===== src/hdl/ihr_pkg.sv =====
// ----------------------------------------------------------------------------
// ihr_pkg
// Shared types and constants for the Intel HEX record checker: beat
// payloads, the classified character that crosses the queue, status codes.
// ----------------------------------------------------------------------------
package ihr_pkg;

  // Data bytes accepted per record
  localparam int IHR_MAX_DATA    = 32;
  // Depth of the queue between front and back
  localparam int IHR_QUEUE_DEPTH = 2;
  // Shortest legal record: colon, count, address, type, checksum
  localparam int IHR_MIN_LEN     = 11;
  // Character position counter
  localparam int IHR_POS_W       = 10;
  localparam int IHR_POS_MAX     = 1023;

  typedef enum logic {
    KIND_DATA   = 1'b0,
    KIND_STATUS = 1'b1
  } kind_t;

  typedef enum logic [2:0] {
    ST_OK           = 3'd0,
    ST_SHORT        = 3'd1,
    ST_NO_COLON     = 3'd2,
    ST_BAD_DIGIT    = 3'd3,
    ST_OVER_CAP     = 3'd4,
    ST_LEN_MISMATCH = 3'd5,
    ST_CHECKSUM     = 3'd6
  } status_t;

  // First error seen in the record; late means a bad digit after the header
  typedef enum logic [2:0] {
    ERR_NONE  = 3'd0,
    ERR_COLON = 3'd2,
    ERR_HEAD  = 3'd3,
    ERR_LATE  = 3'd7
  } err_t;

  typedef struct packed {
    logic [7:0] record_char;
    logic       last_char;
  } char_item_t;

  typedef struct packed {
    kind_t       kind;
    logic [7:0]  data_byte;
    logic [7:0]  data_index;
    status_t     status;
    logic [7:0]  byte_count;
    logic [15:0] load_address;
    logic [7:0]  record_type;
  } result_item_t;

  // Classified character, as queued between front and back
  typedef struct packed {
    logic [3:0] nibble;
    logic       hex_ok;
    logic       colon;
    logic       last_char;
  } class_item_t;

endpackage


===== src/hdl/ihr_front.sv =====
// ----------------------------------------------------------------------------
// ihr_front
// Accepts character beats and classifies them: hex digit value in either
// case, digit flag, colon flag. Pushes the result into the queue.
// ----------------------------------------------------------------------------
module ihr_front (
  input  logic                char_valid,
  output logic                char_stall,
  input  ihr_pkg::char_item_t char_data,
  input  logic                q_full,
  output logic                push,
  output ihr_pkg::class_item_t push_item
);
  import ihr_pkg::*;

  localparam logic [7:0] CH_COLON = 8'h3A;
  localparam logic [7:0] CH_ZERO  = 8'h30;
  localparam logic [7:0] CH_NINE  = 8'h39;
  localparam logic [7:0] CH_UA    = 8'h41;
  localparam logic [7:0] CH_UF    = 8'h46;
  localparam logic [7:0] CH_LA    = 8'h61;
  localparam logic [7:0] CH_LF    = 8'h66;
  localparam logic [7:0] HEX_TEN  = 8'd10;

  logic [7:0] c;

  assign c          = char_data.record_char;
  assign char_stall = q_full;
  assign push       = char_valid && !q_full;

  always_comb begin
    push_item.colon     = (c == CH_COLON);
    push_item.last_char = char_data.last_char;
    push_item.hex_ok    = 1'b1;
    push_item.nibble    = 4'd0;
    priority if (c >= CH_ZERO && c <= CH_NINE) begin
      push_item.nibble = 4'(c - CH_ZERO);
    end else if (c >= CH_UA && c <= CH_UF) begin
      push_item.nibble = 4'(c - CH_UA + HEX_TEN);
    end else if (c >= CH_LA && c <= CH_LF) begin
      push_item.nibble = 4'(c - CH_LA + HEX_TEN);
    end else begin
      push_item.hex_ok = 1'b0;
    end
  end

endmodule


===== src/hdl/ihr_queue.sv =====
// ----------------------------------------------------------------------------
// ihr_queue
// Short FIFO of classified characters between front and back.
// ----------------------------------------------------------------------------
module ihr_queue #(
  parameter int QUEUE_DEPTH = ihr_pkg::IHR_QUEUE_DEPTH
) (
  input  logic                                 clk,
  input  logic                                 rst,
  input  logic                                 push,
  input  ihr_pkg::class_item_t                 push_item,
  input  logic                                 pop,
  output ihr_pkg::class_item_t                 head,
  output logic                                 q_valid,
  output logic                                 q_full,
  output logic [$clog2(QUEUE_DEPTH+1)-1:0]     q_count
);
  import ihr_pkg::*;

  localparam int PTR_W = $clog2(QUEUE_DEPTH);
  localparam int CNT_W = $clog2(QUEUE_DEPTH + 1);
  localparam logic [PTR_W-1:0] PTR_LAST = PTR_W'(QUEUE_DEPTH - 1);
  localparam logic [CNT_W-1:0] CNT_FULL = CNT_W'(QUEUE_DEPTH);

  class_item_t      entries [QUEUE_DEPTH];
  logic [PTR_W-1:0] wr_ptr;
  logic [PTR_W-1:0] rd_ptr;
  logic [CNT_W-1:0] count;

  assign head    = entries[rd_ptr];
  assign q_valid = (count != '0);
  assign q_full  = (count == CNT_FULL);
  assign q_count = count;

  always_ff @(posedge clk) begin
    if (push) begin
      entries[wr_ptr] <= push_item;
    end
  end

  always_ff @(posedge clk) begin
    if (rst) begin
      wr_ptr <= '0;
      rd_ptr <= '0;
      count  <= '0;
    end else begin
      if (push) begin
        wr_ptr <= (wr_ptr == PTR_LAST) ? '0 : wr_ptr + 1'b1;
      end
      if (pop) begin
        rd_ptr <= (rd_ptr == PTR_LAST) ? '0 : rd_ptr + 1'b1;
      end
      unique case ({push, pop})
        2'b10:   count <= count + 1'b1;
        2'b01:   count <= count - 1'b1;
        default: count <= count;
      endcase
    end
  end

endmodule


===== src/hdl/ihr_back.sv =====
// ----------------------------------------------------------------------------
// ihr_back
// Carries out the record state: pairs digits into bytes, keeps the running
// checksum, captures header fields, emits data bytes and the final status.
// ----------------------------------------------------------------------------
module ihr_back (
  input  logic                  clk,
  input  logic                  rst,
  input  logic                  q_valid,
  input  ihr_pkg::class_item_t  head,
  output logic                  pop,
  output logic                  result_valid,
  input  logic                  result_stall,
  output ihr_pkg::result_item_t result
);
  import ihr_pkg::*;

  localparam logic [IHR_POS_W-1:0] POS_COUNT  = IHR_POS_W'(2);
  localparam logic [IHR_POS_W-1:0] POS_ADDR_H = IHR_POS_W'(4);
  localparam logic [IHR_POS_W-1:0] POS_ADDR_L = IHR_POS_W'(6);
  localparam logic [IHR_POS_W-1:0] POS_TYPE   = IHR_POS_W'(8);
  localparam logic [IHR_POS_W-1:0] POS_DATA   = IHR_POS_W'(10);
  localparam logic [IHR_POS_W-1:0] POS_LIMIT  = IHR_POS_W'(IHR_POS_MAX);
  localparam logic [IHR_POS_W:0]   LEN_MIN    = (IHR_POS_W+1)'(IHR_MIN_LEN);
  localparam logic [7:0]           CAP        = 8'(IHR_MAX_DATA);

  logic [IHR_POS_W-1:0] char_position, char_position_next;
  logic [3:0]           high_nibble, high_nibble_next;
  logic [7:0]           running_sum, running_sum_next;
  logic [7:0]           count_field, count_field_next;
  logic [15:0]          address_field, address_field_next;
  logic [7:0]           type_field, type_field_next;
  err_t                 first_error, first_error_next;

  logic [7:0]           pair_byte;
  logic [IHR_POS_W-1:0] data_pos;
  logic [IHR_POS_W:0]   total_len;
  logic [IHR_POS_W:0]   expect_len;
  logic                 emit_data;
  status_t              st;
  result_item_t         result_next;

  assign pop        = q_valid && (!result_valid || !result_stall);
  assign pair_byte  = {high_nibble, head.nibble};
  assign data_pos   = (char_position - POS_DATA) >> 1;
  assign total_len  = {1'b0, char_position} + 1'b1;
  assign expect_len = LEN_MIN + {{(IHR_POS_W-8){1'b0}}, count_field_next, 1'b0};

  always_comb begin
    high_nibble_next   = high_nibble;
    running_sum_next   = running_sum;
    count_field_next   = count_field;
    address_field_next = address_field;
    type_field_next    = type_field;
    first_error_next   = first_error;
    emit_data          = 1'b0;

    if (char_position == '0) begin
      if (!head.colon && first_error == ERR_NONE) begin
        first_error_next = ERR_COLON;
      end
    end else begin
      if (!head.hex_ok && first_error == ERR_NONE) begin
        first_error_next = (char_position <= POS_TYPE) ? ERR_HEAD : ERR_LATE;
      end
      if (char_position[0]) begin
        high_nibble_next = head.nibble;
      end else begin
        running_sum_next = running_sum + pair_byte;
        priority if (char_position == POS_COUNT) begin
          count_field_next = pair_byte;
        end else if (char_position == POS_ADDR_H) begin
          address_field_next[15:8] = pair_byte;
        end else if (char_position == POS_ADDR_L) begin
          address_field_next[7:0] = pair_byte;
        end else if (char_position == POS_TYPE) begin
          type_field_next = pair_byte;
        end else if (char_position >= POS_DATA) begin
          emit_data = (data_pos < {{(IHR_POS_W-8){1'b0}}, count_field}) &&
                      (first_error_next == ERR_NONE) && (count_field <= CAP);
        end else begin
          emit_data = 1'b0;
        end
      end
    end

    char_position_next = (char_position < POS_LIMIT) ? char_position + 1'b1 : char_position;

    priority if (total_len < LEN_MIN) begin
      st = ST_SHORT;
    end else if (first_error_next == ERR_COLON) begin
      st = ST_NO_COLON;
    end else if (first_error_next == ERR_HEAD) begin
      st = ST_BAD_DIGIT;
    end else if (count_field_next > CAP) begin
      st = ST_OVER_CAP;
    end else if (total_len != expect_len) begin
      st = ST_LEN_MISMATCH;
    end else if (first_error_next == ERR_LATE) begin
      st = ST_BAD_DIGIT;
    end else if (running_sum_next != 8'd0) begin
      st = ST_CHECKSUM;
    end else begin
      st = ST_OK;
    end

    result_next = '0;
    if (head.last_char) begin
      result_next.kind         = KIND_STATUS;
      result_next.status       = st;
      result_next.byte_count   = (st == ST_OK) ? count_field_next : 8'd0;
      result_next.load_address = address_field_next;
      result_next.record_type  = type_field_next;
    end else begin
      result_next.kind       = KIND_DATA;
      result_next.data_byte  = pair_byte;
      result_next.data_index = data_pos[7:0];
    end
  end

  always_ff @(posedge clk) begin
    if (rst) begin
      char_position <= '0;
      high_nibble   <= '0;
      running_sum   <= '0;
      count_field   <= '0;
      address_field <= '0;
      type_field    <= '0;
      first_error   <= ERR_NONE;
    end else if (pop) begin
      if (head.last_char) begin
        char_position <= '0;
        high_nibble   <= '0;
        running_sum   <= '0;
        count_field   <= '0;
        address_field <= '0;
        type_field    <= '0;
        first_error   <= ERR_NONE;
      end else begin
        char_position <= char_position_next;
        high_nibble   <= high_nibble_next;
        running_sum   <= running_sum_next;
        count_field   <= count_field_next;
        address_field <= address_field_next;
        type_field    <= type_field_next;
        first_error   <= first_error_next;
      end
    end
  end

  // Output register: valid clears under reset, payload loads on pop
  always_ff @(posedge clk) begin
    if (rst) begin
      result_valid <= 1'b0;
    end else if (pop) begin
      result_valid <= head.last_char || emit_data;
    end else if (result_valid && !result_stall) begin
      result_valid <= 1'b0;
    end
  end

  always_ff @(posedge clk) begin
    if (pop) begin
      result <= result_next;
    end
  end

endmodule


===== src/hdl/intel_hex_record_checker_unit.sv =====
// Path: an accepted character beat is written into the queue, then the back stage
//   loads its result beat into the output register.
// Throughput: one character per cycle unless result_stall holds; the back stage
//   settles one character per cycle, the output register frees as its beat is taken.
// Reset (rst, synchronous): empties the queue, drops any pending result and
//   rearms the record state at position zero with no error.
// ----------------------------------------------------------------------------
// intel_hex_record_checker_unit
// Intel HEX record checker: takes one record character per beat, emits each data
// byte up to the first error if within capacity, and a final status beat per record.
// ----------------------------------------------------------------------------
module intel_hex_record_checker_unit #(
  parameter int QUEUE_DEPTH = ihr_pkg::IHR_QUEUE_DEPTH
) (
  input  logic                  clk,
  input  logic                  rst,
  // character channel
  input  logic                  char_valid,
  output logic                  char_stall,
  input  ihr_pkg::char_item_t   char_data,
  // result channel
  output logic                  result_valid,
  input  logic                  result_stall,
  output ihr_pkg::result_item_t result
);
  import ihr_pkg::*;

  localparam int CNT_W = $clog2(QUEUE_DEPTH + 1);

  // Front to queue
  logic        push;
  class_item_t push_item;
  logic        q_full;

  // Queue to back
  class_item_t      head;
  logic             q_valid;
  logic             pop;
  logic [CNT_W-1:0] q_count;

  // Front: classify each character, stall only when the queue is full
  ihr_front u_front (
    .char_valid (char_valid),
    .char_stall (char_stall),
    .char_data  (char_data),
    .q_full     (q_full),
    .push       (push),
    .push_item  (push_item)
  );

  // Queue: decouple front stalls from back stalls
  ihr_queue #(
    .QUEUE_DEPTH (QUEUE_DEPTH)
  ) u_queue (
    .clk       (clk),
    .rst       (rst),
    .push      (push),
    .push_item (push_item),
    .pop       (pop),
    .head      (head),
    .q_valid   (q_valid),
    .q_full    (q_full),
    .q_count   (q_count)
  );

  // Back: advance the record state and drive the output register
  ihr_back u_back (
    .clk          (clk),
    .rst          (rst),
    .q_valid      (q_valid),
    .head         (head),
    .pop          (pop),
    .result_valid (result_valid),
    .result_stall (result_stall),
    .result       (result)
  );

  // Queue occupancy never passes its depth
  a_queue_bound: assert property (@(posedge clk) disable iff (rst)
    q_count <= CNT_W'(QUEUE_DEPTH))
    else $error("queue occupancy above depth");

  // An accepted character beat is held in the queue on the next cycle
  a_push_lands: assert property (@(posedge clk) disable iff (rst)
    (char_valid && !char_stall) |=> (q_count != '0))
    else $error("accepted beat missing from queue");

  // An error status never reports a byte count
  a_err_no_count: assert property (@(posedge clk) disable iff (rst)
    (result_valid && result.kind == KIND_STATUS && result.status != ST_OK)
      |-> (result.byte_count == 8'd0))
    else $error("byte count on error status");

  // Data bytes only at indexes within capacity
  a_data_in_cap: assert property (@(posedge clk) disable iff (rst)
    (result_valid && result.kind == KIND_DATA)
      |-> (result.data_index < 8'(IHR_MAX_DATA)))
    else $error("data index beyond capacity");

endmodule


===== config.mk =====
export PLATFORM = sky130hd
export DESIGN_NAME = intel_hex_record_checker_unit
export DESIGN_NICKNAME = d
export VERILOG_FILES = /design/src/hdl/ihr_pkg.sv /design/src/hdl/ihr_front.sv /design/src/hdl/ihr_queue.sv /design/src/hdl/ihr_back.sv /design/src/hdl/intel_hex_record_checker_unit.sv
export SDC_FILE = /design/constraint.sdc
export NUM_CORES = 1
export LEC_CHECK = 0
export BUFFER_PORTS_ARGS = -buffer_cell sky130_fd_sc_hd__buf_2
export CORE_MARGIN = 2
export CORE_UTILIZATION = 65
export CTS_BUF_LIST = sky130_fd_sc_hd__clkbuf_2
export DETAILED_ROUTE_END_ITERATION = 7
export PLACE_DENSITY_LB_ADDON = 0.05
export SYNTH_ARGS = -nofsm -noshare
export SYNTH_HDL_FRONTEND = slang
export SYNTH_SLANG_ARGS = --single-unit

===== constraint.sdc =====
create_clock -name clk -period 10.4 [get_ports clk]
set_clock_uncertainty 0.15 [all_clocks]
set_input_delay 2.6 -clock clk [delete_from_list [all_inputs] [get_ports clk]]
set_output_delay 2.6 -clock clk [all_outputs]
set_load 0.03 [all_outputs]

Yosys cells after proc, flatten, opt, wreduce, memory -nomap -nowiden --
Memory sizes are Yosys's and may differ from the RTL's. A register that Yosys moved wholly into a read port is not among the register bits. Index checks and enable logic that the tools add are counted.
Operators by class: $add $sub $neg 14, equal/unequal tests 13, shifts and indexed selects 0, reductions and logical operators 30, multiply operators 0, bitwise gates (word level) 0, divide/modulo/power cells 0, $lt $le $gt $ge 13, mux-type cells 62
Operator list (count):
- $mux W8 | 17
- $mux W16 | 4
- $mux W3 | 13
- $mux W4 | 6
- $eq A10 B3 Y1 const B | 2
- $mux W10 | 2
- $mux W1 | 19
- $ge A8 B7 Y1 const B | 2
- $le A8 B6 Y1 const B | 2
- $le A8 B7 Y1 const B | 2
- $sub A4 B1 Y4 const B | 3
- $add A10 B1 Y11 const B | 1
- $lt A11 B4 Y1 const B | 1
- $ne A11 B11 Y1 | 1
- $add A10 B1 Y10 const B | 1
- $add A4 B9 Y10 const A | 1
- $eq A10 B2 Y1 const B | 1
- $eq A10 B4 Y1 const B | 1
- $ge A10 B4 Y1 const B | 1
- $le A10 B4 Y1 const B | 1
- $logic_and A1 B1 Y1 | 10
- $logic_not A10 Y1 | 1
- $lt A10 B10 Y1 const B | 1
- $reduce_bool A2 Y1 | 5
- 22 further kinds | 34
Word-level totals: latch bits 0, logic and storage cells 151, RAM bits 14, memories kept 1, flip-flop bits (word level) 114, ROM bits 0, output and inout bits 54, input port bits 13
Memories:
- u_queue.entries | depth 2, width 7, rd ports 1, clocked after Yosys merged registers in 1, wr ports 1, line ihr_queue.sv:25 | class_item_t entries [QUEUE_DEPTH];

Depth between registers and ports, before layout --
word-level depth 16, depth in mapped cells 17, gate-level depth less buffers 14

Modules after synthesis --
A second synthesis with hierarchy kept.
Second synthesis, totals: cells, all modules 732, area total of the unflattened synthesis 7089.3 sq um
Modules (own cells, without submodules):
- ihr_back | seq. area each 2722.6 sq um, instances 1, cells each 658, area an instance 6163.4 sq um
- ihr_queue | seq. area each 520.5 sq um, instances 1, cells each 44, area an instance 710.7 sq um
- ihr_front | seq. area each 0.0 sq um, instances 1, cells each 30, area an instance 215.2 sq um

Least setup slack after synthesis --
OpenSTA, ideal clock, no wires.
path type input port to flip-flop, start in result_stall, end reg u_queue.count[1], in the netlist u_queue.q_count[1], library setup time 0.071 ns, path buffers 1, cell stages on the path 7, slack 4.611 ns, data required time 10.179 ns, arrival time 5.568 ns, cells stage by stage nand2_1 -> o21ai_0 -> inv_1 -> clkbuf_1 -> ha_1 -> or3_1 -> a21oi_1
Between the ends: word-level cells in the longest chain between the ends 5, elaborated cells between the ends (all ways) 7, classes of those cells 2 x eq/ne; 1 x mux; 4 x reduce/logical
Ends and longest elaborated chain:
- start: declaration | line intel_hex_record_checker_unit.sv:23 | input logic result_stall,
- $logic_not A1 Y1 (*) | line ihr_back.sv:43 | assign pop = q_valid && (!result_valid || !result_stall);
- $logic_or A1 B1 Y1 (*) | line ihr_back.sv:43
- $logic_and A1 B1 Y1 (*) | line ihr_back.sv:43
- net pop | line intel_hex_record_checker_unit.sv:38 | logic pop;
- $eq A2 B1 Y1 / $eq A2 B2 Y1 (equally long branches) | line ihr_queue.sv:53 | unique case ({push, pop})
- $pmux W2 S2 / $reduce_bool A2 Y1 (equally long branches)
- end signal: assignment | line ihr_queue.sv:54 | 2'b10: count <= count + 1'b1;
- end signal: assignment | line ihr_queue.sv:55 | 2'b01: count <= count - 1'b1;
- end signal: assignment | line ihr_queue.sv:56 | default: count <= count;
- end: declaration | line ihr_queue.sv:28 | logic [CNT_W-1:0] count;
Mark *: on every way through the listed nets, which the timed path passes. The rest lies on a longest branch. A chain may end at the register's enable or synchronous reset.

Worst setup path in the final report --
start reg u_back.char_position[0], end reg, netlist name u_back.result[26]
Between the ends: elaborated cells between the ends (all ways) 30, classes of those cells 2 x add/sub; 3 x order compare; 5 x eq/ne; 16 x mux; 4 x reduce/logical
RTL lines:
- start: declaration | line ihr_back.sv:27 | logic [IHR_POS_W-1:0] char_position, char_position_next;
- start signal: assignment | line ihr_back.sv:140 | char_position <= char_position_next;
- $eq A10 B2 Y1 | line ihr_back.sv:70 | priority if (char_position == POS_COUNT) begin
- $mux W8 | line ihr_back.sv:70
- $mux W8 | line ihr_back.sv:66 | if (char_position[0]) begin
- $mux W8 (*) | line ihr_back.sv:58 | if (char_position == '0) begin
- net u_back.count_field_next[0] | line ihr_back.sv:30 | logic [7:0] count_field, count_field_next;
- $add A4 B9 Y10 | line ihr_back.sv:47 | assign expect_len = LEN_MIN + {{(IHR_POS_W-8){1'b0}}, count_field_next, 1'b0};
- $ne A11 B11 Y1 | line ihr_back.sv:97 | end else if (total_len != expect_len) begin
- $mux W3 | line ihr_back.sv:97
- $mux W3 (*) | line ihr_back.sv:95 | end else if (count_field_next > CAP) begin
- $mux W3 (*) | line ihr_back.sv:93 | end else if (first_error_next == ERR_HEAD) begin
- $mux W3 (*) | line ihr_back.sv:91 | end else if (first_error_next == ERR_COLON) begin
- $mux W3 (*) | line ihr_back.sv:89 | priority if (total_len < LEN_MIN) begin
- $logic_not A3 Y1 (*) | line ihr_back.sv:111 | result_next.byte_count = (st == ST_OK) ? count_field_next : 8'd0;
- $reduce_and A2 Y1 (no line) (*)
Mark *: on every way through the listed nets, which the timed path passes. The rest lies on a longest branch. The select of a mux whose other input is x is not followed.

==> impl_metrics.yaml <==
clocking:
  cts_tree: "yes"
  cts_setup_buffers: 0
  worstSkewPairLatency_ns: 0.70
  path_clk_slew_ns: 0.21
  cts-resized-gates: 0
  cts.root.buffer_cell: "clkbuf_2"
  clock_sinks: 129
  cts_hold_buf: 0
  cts_buffers: 17
  htree_levels: 4
  ctsLongestPathBuffers: 2
timing:
  timing.setup.tns_ns: 0
  fmax_ghz: 0.200
  finalSetupViolations: 0
  final_max_slew_viol_count: 0
  maxSlewHeadroom_pct: 21.0
  final-hold-violation-count: 0
  finalCritPeriodShare_pct: 48.1
  grt_setup_unrepaired: "false"
  tightestPinTransition_ns: 1.18
  hold_slack_ns: 0.378
  period_needed_ns: 5.00
setup_path:
  cpPeakStageDelay_ns: 0.78
  path_class: "reg2reg"
  end_kind: "flip-flop"
  critPathRequiredTime_ns: 10.82
  path_max_fanout: 18
  worstSetupStartpoint: "u_back.char_position[0]$_SDFFE_PP0P_"
  r2r_setup_slack_ns: 5.40
  path_cells: "inv_1 -> ha_1 -> nor3b_1 -> and3_1 -> mux2i_1 -> inv_1 -> ha_1 -> nor2_1 -> mux2i_4 -> nand3_1 -> or4b_1 -> a21oi_1 -> nand4_4 -> nor2_1"
  start_kind: "flip-flop"
  r2r_cells: 14
  cp_slowest_cell: "dfxtp_1"
  arrival_ns: 5.42
  r2r-end: "u_back.result[26]$_SDFFCE_PN0P_"
  reg2reg_from: "u_back.char_position[0]$_SDFFE_PP0P_"
floorplan:
  num_rows: 37
  initial_core_util_pct: 66.9
  core_area_um2: 10300
  die_area_um2: 11500
  die_w_um: 107
  io_pins: 67
  die_h_um: 107
placed_design:
  io_buffers: 66
  gp_congestion: 0.978
  dp.final_hpwl_mm: 12.1
  numPlacedInstances: 895
logic_synthesis:
  ys.flop_type: "edfxtp_1"
  yosys-top-cells-count: "132 x nor2_1, 66 x edfxtp_1, 63 x dfxtp_1, 42 x a21oi_1"
  synth.area.top_cells: "edfxtp_1 29%, dfxtp_1 18%, nor2_1 7.2%"
  syn_inst: 724
  synth-async-reset-ratio_pct: 0
  synthDominantCellAreaShare_pct: 28.7
  syn_area_um2: 6910
  syn_area_per_cell_um2: 9.54
  synth_top_cell_by_area: "edfxtp_1"
  synth.most_common_cell: "nor2_1"
  synth_seq_area_share_pct: 47.0
  yosysUniqueCellTypes: 67
  synth-edff-count: 66
  ys_ff_latch: 129
  ys_warn_count: 0
layout:
  nets: 819
  final_cells: 927
  nFillCells: 769
  drive_above_1_share_pct: 15.4
  num_antenna_cells: 0
  area_delta_synth_final_pct: 9.53
routing:
  vias_per_cell: 6.36
  avgRoutedWirePerCell_um: 18.9
  drcViolationCount: 0
  drtAntennaViolNets: 0
  dr.pass1.iters: 6
  drtIter0Drc: 509
  vias: 5899
  drt_wl_total_mm: 17.5
outcome:
  status: "finished clean"
run:
  cap_violations: 0
min_path:
  hold_depth: 2
  min_to: "u_back.first_error[1]$_SDFFE_PP0P_"
  min_from: "u_back.first_error[1]$_SDFFE_PP0P_"
  hold_path.class: "reg2reg"
pwr:
  power_density_nw_per_um2: 228
  peakVddDrop_mv: 0.173
  p_leak_nw: 2.92
global_route:
  grt-ovfl-total: 0
  grt_antenna_before_repair: 0
  grt_pass1_wl_mm: 27.6
  grt_pass1_vias: 5493
  grt_max_degree: 66
  grt_usage_pct: 31.4
## registers in the layout, summed over array words and instances (netlist names), named ones only
| signal | count |
|---|---|
| u_queue.wr_ptr | 1 |
| u_back.result_valid | 1 |
| u_queue.entries | 14 |
| u_back.count_field | 8 |
| u_back.result | 52 |
| u_back.first_error | 3 |
| u_queue.rd_ptr | 1 |
| u_back.running_sum | 8 |
| u_queue.q_count | 2 |
| u_back.high_nibble | 4 |
| u_back.char_position | 10 |
| u_back.address_field | 16 |
| u_back.type_field | 8 |
## worst max-delay path, delay by kind of cell (launching register included)
kind | cells | cell delay (ns)
simple gates | 7 | 2.12
flops | 1 | 0.78
fa+ha+maj | 2 | 0.60
mux | 2 | 0.54
buf+inv | 2 | 0.35
compound gates | 1 | 0.33
## final cells by class
class	count	area [µm²]	area share (%)
repair buffers	71	368	4.86
well taps	136	170	2.25
flip-flops and latches	129	3240	42.9
multi-input cells	530	3410	45.1
clock buffers	18	90.1	1.19
clock inverters	14	174	2.30
inverters	29	109	1.44
## metal layers
metal	up-vias	part of all wire, %	global-route usage [%]
met5	-	0	0
met4	0	2.7	12.4
met3	55	9.4	7.96
met2	329	47	49.8
met1	2806	41	41.2
li1	2709	-	-
## power breakdown
| group | internal [mW] | total (mW) | switching [mW] |
|---|---|---|---|
| clock network | 0.139 | 0.341 | 0.202 |
| logic | 0.161 | 0.646 | 0.485 |
| registers | 0.676 | 0.737 | 0.0603 |
| total | 0.977 | 1.72 | 0.747 |
## logic make-up after synthesis
group | Yosys count | synth area share [%]
other cells | 1 | 0.0543
flops | 129 | 47.0
buf+inv | 66 | 3.90
xor+xnor | 35 | 4.44
compound gates | 158 | 15.2
mux | 29 | 4.40
simple gates | 278 | 19.8
fa+ha+maj | 28 | 5.18
## placed cells by master, fill, tap and decap left out, types with 3 or more instances in the layout
cell	netlist	layout
or4_1	4	4
a22oi_1	40	40
clkinv_2	0	3
nor3_1	14	14
and3_1	12	12
edfxtp_1	66	66
mux2i_1	27	26
o21ai_1	3	3
nand2_1	40	40
dfxtp_1	63	63
xnor2_1	25	25
ha_1	27	27
o21a_1	3	3
a211oi_1	12	12
clkbuf_2	0	18
xor2_1	10	10
inv_6	0	6
o21ai_0	24	24
inv_1	28	27
nor4_4	3	3
nor2b_1	5	5
nand4_1	5	5
buf_2	8	66
nor3b_1	3	3
or3_1	4	4
buf_4	1	5
a31oi_1	4	4
a21oi_1	42	42
nor4_1	6	6
nor2_1	132	132
or2_2	4	4
nand2b_1	5	5
and2_1	16	16
bufinv_16	0	3
nand3_1	15	15
a211o_1	4	4
o211ai_1	4	4
## stage by stage
step / total power, mW / utilization [%] / cell area (µm²) / worst slack [ns]
floorplan: 1.19 / - / 6910 / 4.61
global placement: 1.37 / 70.7 / 7300 / 5.54
detailed placement: 1.38 / 70.7 / 7300 / 5.45
finish: 1.72 / 73.3 / 7560 / 5.40
global route: 1.80 / 73.3 / 7560 / 5.10
CTS: 1.72 / 73.3 / 7560 / 5.54
## worst max-delay path by stage
stage / end / slack [ns] / cells after the start
2_1_floorplan: u_queue.q_count[1]$_SDFFE_PP0P_ / 4.61 / 7
3_3_place_gp: u_queue.q_count[1]$_SDFFE_PP0P_ / 5.54 / 9
3_5_place_dp: u_queue.q_count[1]$_SDFFE_PP0P_ / 5.45 / 9
4_1_cts: u_back.result[26]$_SDFFCE_PN0P_ / 5.54 / 14
5_1_grt: u_back.result[26]$_SDFFCE_PN0P_ / 5.10 / 14
6_report: u_back.result[26]$_SDFFCE_PN0P_ / 5.40 / 14
Note: power is estimated with default switching activity, not from simulation.
